$ cat config.mk
export PLATFORM = sky130hd
export DESIGN_NAME = dcm_sqrt_cell
export DESIGN_NICKNAME = d
export VERILOG_FILES = /design/src/hw/rtl/dcm_pkg.sv /design/src/hw/rtl/dcm_sqrt_cell.sv
export SDC_FILE = /design/constraint.sdc
export NUM_CORES = 1
export LEC_CHECK = 0
export BUFFER_PORTS_ARGS = -buffer_cell sky130_fd_sc_hd__buf_4
export CORE_AREA = 2 2 115 162
export DETAILED_ROUTE_END_ITERATION = 12
export DIE_AREA = 0 0 117 164
export PLACE_DENSITY_LB_ADDON = 0.08
export RECOVER_POWER = 25
export SETUP_SLACK_MARGIN = 0.5
export SLEW_MARGIN = 20
export SYNTH_ARGS = -nofsm -noshare
export SYNTH_HDL_FRONTEND = slang
export SYNTH_SLANG_ARGS = --single-unit
$ cat constraint.sdc
create_clock -name aclk -period 5.1 [get_ports aclk]
set_clock_uncertainty 0.05 [all_clocks]
set_input_delay 0 -clock aclk [delete_from_list [all_inputs] [get_ports aclk]]
set_output_delay 0 -clock aclk [all_outputs]
set_load 0.03 [all_outputs]
$ cat src/hw/rtl/dcm_pkg.sv
// Shared types and constants for the direction-cosine-matrix to Euler angle block.
// Holds the transaction payload structs, the pipeline data structs and the arctangent table.
// No dependencies.
`default_nettype none

package dcm_pkg;

    localparam int SAMPLE_BITS  = 16;
    localparam int ANGLE_BITS   = 16;
    localparam int FRAC_BITS    = SAMPLE_BITS - 1;
    localparam int OPW          = SAMPLE_BITS + 1;
    localparam int NW           = 2 * SAMPLE_BITS;
    localparam int XW           = 44;
    localparam int ZW           = 34;
    localparam int CORDIC_STEPS = 32;
    localparam int WORK_SHIFT   = 40 - FRAC_BITS;

    localparam logic [31:0] ATAN_TAB [CORDIC_STEPS] = '{
        32'h20000000, 32'h12E4051E, 32'h09FB385B, 32'h051111D4, 32'h028B0D43, 32'h0145D7E1,
        32'h00A2F61E, 32'h00517C55, 32'h0028BE53, 32'h00145F2F, 32'h000A2F98, 32'h000517CC,
        32'h00028BE6, 32'h000145F3, 32'h0000A2FA, 32'h0000517D, 32'h000028BE, 32'h0000145F,
        32'h00000A30, 32'h00000518, 32'h0000028C, 32'h00000146, 32'h000000A3, 32'h00000051,
        32'h00000029, 32'h00000014, 32'h0000000A, 32'h00000005, 32'h00000003, 32'h00000001,
        32'h00000001, 32'h00000000
    };

    typedef struct packed {
        logic signed [SAMPLE_BITS-1:0] r0c0;
        logic signed [SAMPLE_BITS-1:0] r0c1;
        logic signed [SAMPLE_BITS-1:0] r0c2;
        logic signed [SAMPLE_BITS-1:0] r1c1;
        logic signed [SAMPLE_BITS-1:0] r1c2;
        logic signed [SAMPLE_BITS-1:0] r2c1;
        logic signed [SAMPLE_BITS-1:0] r2c2;
    } in_t;

    typedef struct packed {
        logic signed [ANGLE_BITS-1:0] roll_angle;
        logic signed [ANGLE_BITS-1:0] pitch_angle;
        logic signed [ANGLE_BITS-1:0] heading_angle;
        logic                         gimbal_lock;
    } out_t;

    typedef struct packed {
        logic signed [OPW-1:0] s;
        logic signed [OPW-1:0] ry;
        logic signed [OPW-1:0] rx;
        logic signed [OPW-1:0] hy;
        logic signed [OPW-1:0] hx;
        logic                  lock;
    } pre_t;

    typedef struct packed {
        logic [NW-1:0] n;
        logic [NW-1:0] r;
        pre_t          side;
    } sqrt_t;

    typedef struct packed {
        logic signed [XW-1:0] x;
        logic signed [XW-1:0] y;
        logic signed [ZW-1:0] z;
        logic                 zero;
        logic                 tag;
    } cordic_t;

endpackage

`default_nettype wire

$ cat src/hw/rtl/dcm_sqrt_cell.sv
// One stage of the pipelined integer square root: resolves one result bit.
// Depends on dcm_pkg.
`default_nettype none

module dcm_sqrt_cell #(
    parameter int K = 0
) (
    input  wire logic           aclk,
    input  wire logic           aresetn,
    input  wire logic           en,
    input  wire logic           in_valid,
    input  wire dcm_pkg::sqrt_t in_data,
    output logic                out_valid,
    output dcm_pkg::sqrt_t      out_data
);
    import dcm_pkg::*;

    logic          valid_reg;
    sqrt_t         data_reg;
    sqrt_t         data_next;
    logic [NW-1:0] bit_val;
    logic [NW-1:0] trial;

    always_comb begin
        bit_val   = NW'(1) << (2 * K);
        trial     = in_data.r + bit_val;
        data_next = in_data;
        if (in_data.n >= trial) begin
            data_next.n = in_data.n - trial;
            data_next.r = (in_data.r >> 1) + bit_val;
        end else begin
            data_next.r = in_data.r >> 1;
        end
    end

    always_ff @(posedge aclk) begin
        if (!aresetn) begin
            valid_reg <= 1'b0;
        end else if (en) begin
            valid_reg <= in_valid;
        end
    end

    always_ff @(posedge aclk) begin
        if (en) begin
            data_reg <= data_next;
        end
    end

    assign out_valid = valid_reg;
    assign out_data  = data_reg;

endmodule

`default_nettype wire

# Word-level counts from Yosys, hierarchy flattened
# Cells that the tools add are included.
# W data, S select, Z words.
dict set report totals {
  register_bits 151
  latchBits 0
  ramBits 0
  mem_bits_ro 0
  inputBits 154
  output_inout_bits 151
  elab_cells 16
  n_memories 0
}
dict set report classes {
  n_addsub 3
  n_mul 0
  n_div 0
  order_cmp 1
  eq_ne 0
  shift 0
  n_mux 2
  n_bitwise 0
  n_reduce_logical 0
}
# cell count
set op_table {}
lappend op_table {{$add A31 B1 Y32 const B} 1}
lappend op_table {{$add A32 B1 Y32 const B} 1}
lappend op_table {{$ge A32 B32 Y1} 1}
lappend op_table {{$mux W32} 1}
lappend op_table {{$sub A32 B32 Y32} 1}
lappend op_table {{$mux W31} 1}

# Depth between registers and ports, before layout
dict set report depth {
  depth_word 3
  mapped_depth 24
  mapped_depth_nobuf 20
}

# Worst setup path after synthesis
# Ideal clock, no wire load.
dict set report synth_path {
  path_kind {input -> register}
  start {input port in_data[87] (netlist name)}
  end {register data_reg, in the netlist out_data[119], data pin}
  setup_ps 260
  arrival_ps 3768
  required_ps 4790
  slack_ps 1022
  cell_stages 22
  n_path_buf 3
  path_cell_list {ha_1 and3_2 nand4_4 nor3_2 and3_1 and3_1 and3_4 nand3_1 nor2_1 xnor2_1 ha_1 clkbuf_1 nand2_1 nor2_1 a211oi_1 o21ai_0 a21o_1 a221oi_1 o31a_1 buf_6 buf_6 mux2_2}
}
# item line
set synth_lines {}
lappend synth_lines {{from (decl)} dcm_sqrt_cell.sv:12} ;# input wire dcm_pkg::sqrt_t in_data,
lappend synth_lines {{to (signal assigned)} dcm_sqrt_cell.sv:46} ;# data_reg <= data_next;
lappend synth_lines {{to (decl)} dcm_sqrt_cell.sv:19} ;# sqrt_t data_reg;

==> flow_metrics.env <==
export IMPL_crit_start="in_data[102]"
export IMPL_crit_path_end="out_data[89]"
export IMPL_critPathMaxFanout=10
export IMPL_yosys_warnings=0
export IMPL_first_pass_iters=4
export IMPL_fin_nets=1301
export IMPL_clock_fmax_ghz=0.230
export IMPL_required_ps=5220
export IMPL_finalHoldViolations=0
export IMPL_yosys_area_top_type="edfxtp_1"
export IMPL_grt_setup_unrepaired="no"
export IMPL_initial_core_util=0.442
export IMPL_route_detailed_wl_per_inst_um=18.3
export IMPL_synthFlopType="edfxtp_1"
export IMPL_synth_area_per_cell_um2=12.1
export IMPL_clk_latency_ps=410
export IMPL_reg2regPathDepth=3
export IMPL_hp_class="primary input to flop"
export IMPL_relSlewSlack=-1.84
export IMPL_drt_iter0_markers=394
export IMPL_synth_area_um2=7870
export IMPL_synth_cells=649
export IMPL_yosysTopAreaCellShare=0.573
export IMPL_worst_pin_slew_ps=4270
export IMPL_hold_ws_ps=15.2
export IMPL_grt_pass1_vias=7056
export IMPL_r2r_setup_slack_ps=3810
export IMPL_die_h_um=164
export IMPL_yosys_top_cells_count="150 x edfxtp_1, 74 x nand2_1, 48 x xor2_1, 40 x xnor2_1, 39 x o21ai_0"
export IMPL_drtAntennaViolNets=0
export IMPL_std_cell_rows=58
export IMPL_pwr_share_clk=0.329
export IMPL_synth_distinct_cells=60
export IMPL_r2r_end="out_valid"
export IMPL_clkTransAtPathRegs_ps=60
export IMPL_coreArea_um2=17800
export IMPL_crit_type="primary input to flop"
export IMPL_power_density_cell_area_nw_per_um2=304
export IMPL_seq_power_share=0.402
export IMPL_synthTopCellsByArea="edfxtp_1 57%, ha_1 5.4%, xor2_1 5.3%"
export IMPL_track_usage=0.255
export IMPL_grt_pass1_wl_um=36800
export IMPL_finalSetupViolations=0
export IMPL_intPower_mw=2.65
export IMPL_antenna_found_initial=1
export IMPL_drv_cap=1
export IMPL_async_flop_share=0
export IMPL_areaGrowthSynthToFinish_pct=60.5
export IMPL_vias_per_cell=5.02
export IMPL_drt_wl_total_um=25000
export IMPL_period_minus_slack_ps=4340
export IMPL_cp_arrival_ps=4460
export IMPL_r2r_start="out_valid"
export IMPL_fin_ws_ps=759
export IMPL_preCtsSetupSlack_ps=325
export IMPL_fin_crit_sh=0.851
export IMPL_min_path_cells=3
export IMPL_die_w_um=117
export IMPL_swShare=0.309
export IMPL_root_buffer="clkbuf_16"
export IMPL_peakVddDrop_v=0.000211
export IMPL_clockBufferDepth=2
export IMPL_cp_end_kind="flop"
export IMPL_drc=0
export IMPL_p_switching_mw=1.19
export IMPL_outcome="finished, violations left"
export IMPL_yosysSeqAreaShare=0.575
export IMPL_place_hpwl_um=17500
export IMPL_grt_max_degree=97
export IMPL_cts_buffers=17
export IMPL_cellLeakagePower_nw=5.22
export IMPL_overflow=0
export IMPL_finalSetupTns_ps=0
export IMPL_dieArea_um2=19200
export IMPL_vias=6857
export IMPL_cts_tree="built"
export IMPL_n_fill_cell=1296
export IMPL_syn_nets=838
export IMPL_failed_checks="capacitance limit, slew limit"
export IMPL_startpoint_type="primary input"
export IMPL_drive_above_1_share=0.339
export IMPL_ys_seq_elements=151
export IMPL_clock_sinks=151
export IMPL_power_frac_comb=0.269
export IMPL_final_max_slew_violation_count=97
export IMPL_htreeDepth=4
export IMPL_io_pins=305
export IMPL_synth_enable_flop_cells=150
export IMPL_gp_congestion=0.929
export IMPL_numPortBuffers=304
export IMPL_synth_most_common_cell="edfxtp_1"
-- critical path: stages --
cell	delay, ps
dlygate4sd3_1	560
buf_4	160
nand3_1	120
nor3_4	240
and3_4	220
and3_4	190
and3_4	220
nand4_1	130
xor2_2	220
ha_4	250
a21oi_2	140
nor2_1	70
a211oi_2	220
o21ai_1	100
a21o_1	180
a221oi_1	280
o31a_2	250
buf_12	140
nand4b_1	130
xnor2_1	80
dlygate4sd3_1	570
-- worst min path at each step --
stage                 from            to  slack (ps)
3_5_place_dp   in_data[39]  out_data[39]         130
6_report       in_data[88]  out_data[87]          20
2_1_floorplan   in_data[0]   out_data[0]          50
3_3_place_gp   in_data[68]  out_data[68]         130
5_1_grt        in_data[88]  out_data[87]          10
4_1_cts        in_data[88]  out_data[87]        -140
-- timing repair --
item	CTS	global route
resized for setup	0	17
hold buffers	153	1
endpoints found under the hold margin	151	1
endpoints found under the setup margin	0	14
buffers inserted	0	3
-- through the flow --
step           instances  total power, mW  instance area [um2]   util
6_report            1366             3.84                12600  0.710
3_3_place_gp        1174             2.47                10400  0.582
5_1_grt             1366             3.99                12600  0.710
2_1_floorplan        649             2.09                 7870      -
3_5_place_dp        1174             2.48                10400  0.582
4_1_cts             1359             3.83                12500  0.702
-- cells by family (layout without fill, tap and decap cells) --
group / after synthesis / in the layout / share of synthesized area
simple gates: 206 / 206 / 0.139
flops: 151 / 151 / 0.575
compound gates: 125 / 125 / 0.0954
xor+xnor: 89 / 89 / 0.100
buf+inv: 36 / 512 / 0.0240
fa+ha+maj: 35 / 35 / 0.0566
mux: 7 / 7 / 0.00986
other cells: 0 / 1 / 0
-- cells in the final DEF (no fill, tap or decap), types with 10 or more instances in the layout --
cell type,instances
buf_4,223
dlygate4sd3_1,154
edfxtp_1,150
clkbuf_4,82
nand2_1,74
xor2_1,47
xnor2_1,39
o21ai_0,38
a21oi_1,35
nor2_1,32
ha_1,31
nand3_1,19
clkbuf_16,19
a21o_1,15
inv_1,13
nand4_1,12
and3_1,11
nor3_1,10
-- per-layer routing --
metal  share of wire  routed length [um]  global-route usage  up-vias
li1                -                   -                   -     3322
met1            0.36                9070               0.271     3202
met2            0.53               13400               0.471      275
met3           0.067                1670              0.0613       58
met4           0.037                 914               0.113        0
met5               0                   0                   0        -
-- area by class of cell --
type	instances	area, um2	share of cell area
sequential	151	4520	0.358
timing repair buffer	467	3930	0.311
multi-input combinational	462	3240	0.256
clock buffer	18	429	0.0340
tap	240	300	0.0238
clock inverter	14	156	0.0124
inverter	13	48.8	0.00387
antenna	1	2.50	0.000198
-- power by group through the flow --
stage	clock (mW)	combinational, mW	sequential, mW
final	1.26	1.03	1.54
after global routing	1.33	1.10	1.56
after CTS	1.28	1.01	1.54
after detailed placement	0	0.913	1.56
after global placement	0	0.909	1.56
after floorplan	0	0.295	1.80
-- state kept, by name, indices dropped and copies added, names as in the netlist --
| signal | count |
|---|---|
| out_data | 150 |
| out_valid | 1 |
Note: power is estimated with default switching activity, not from simulation.
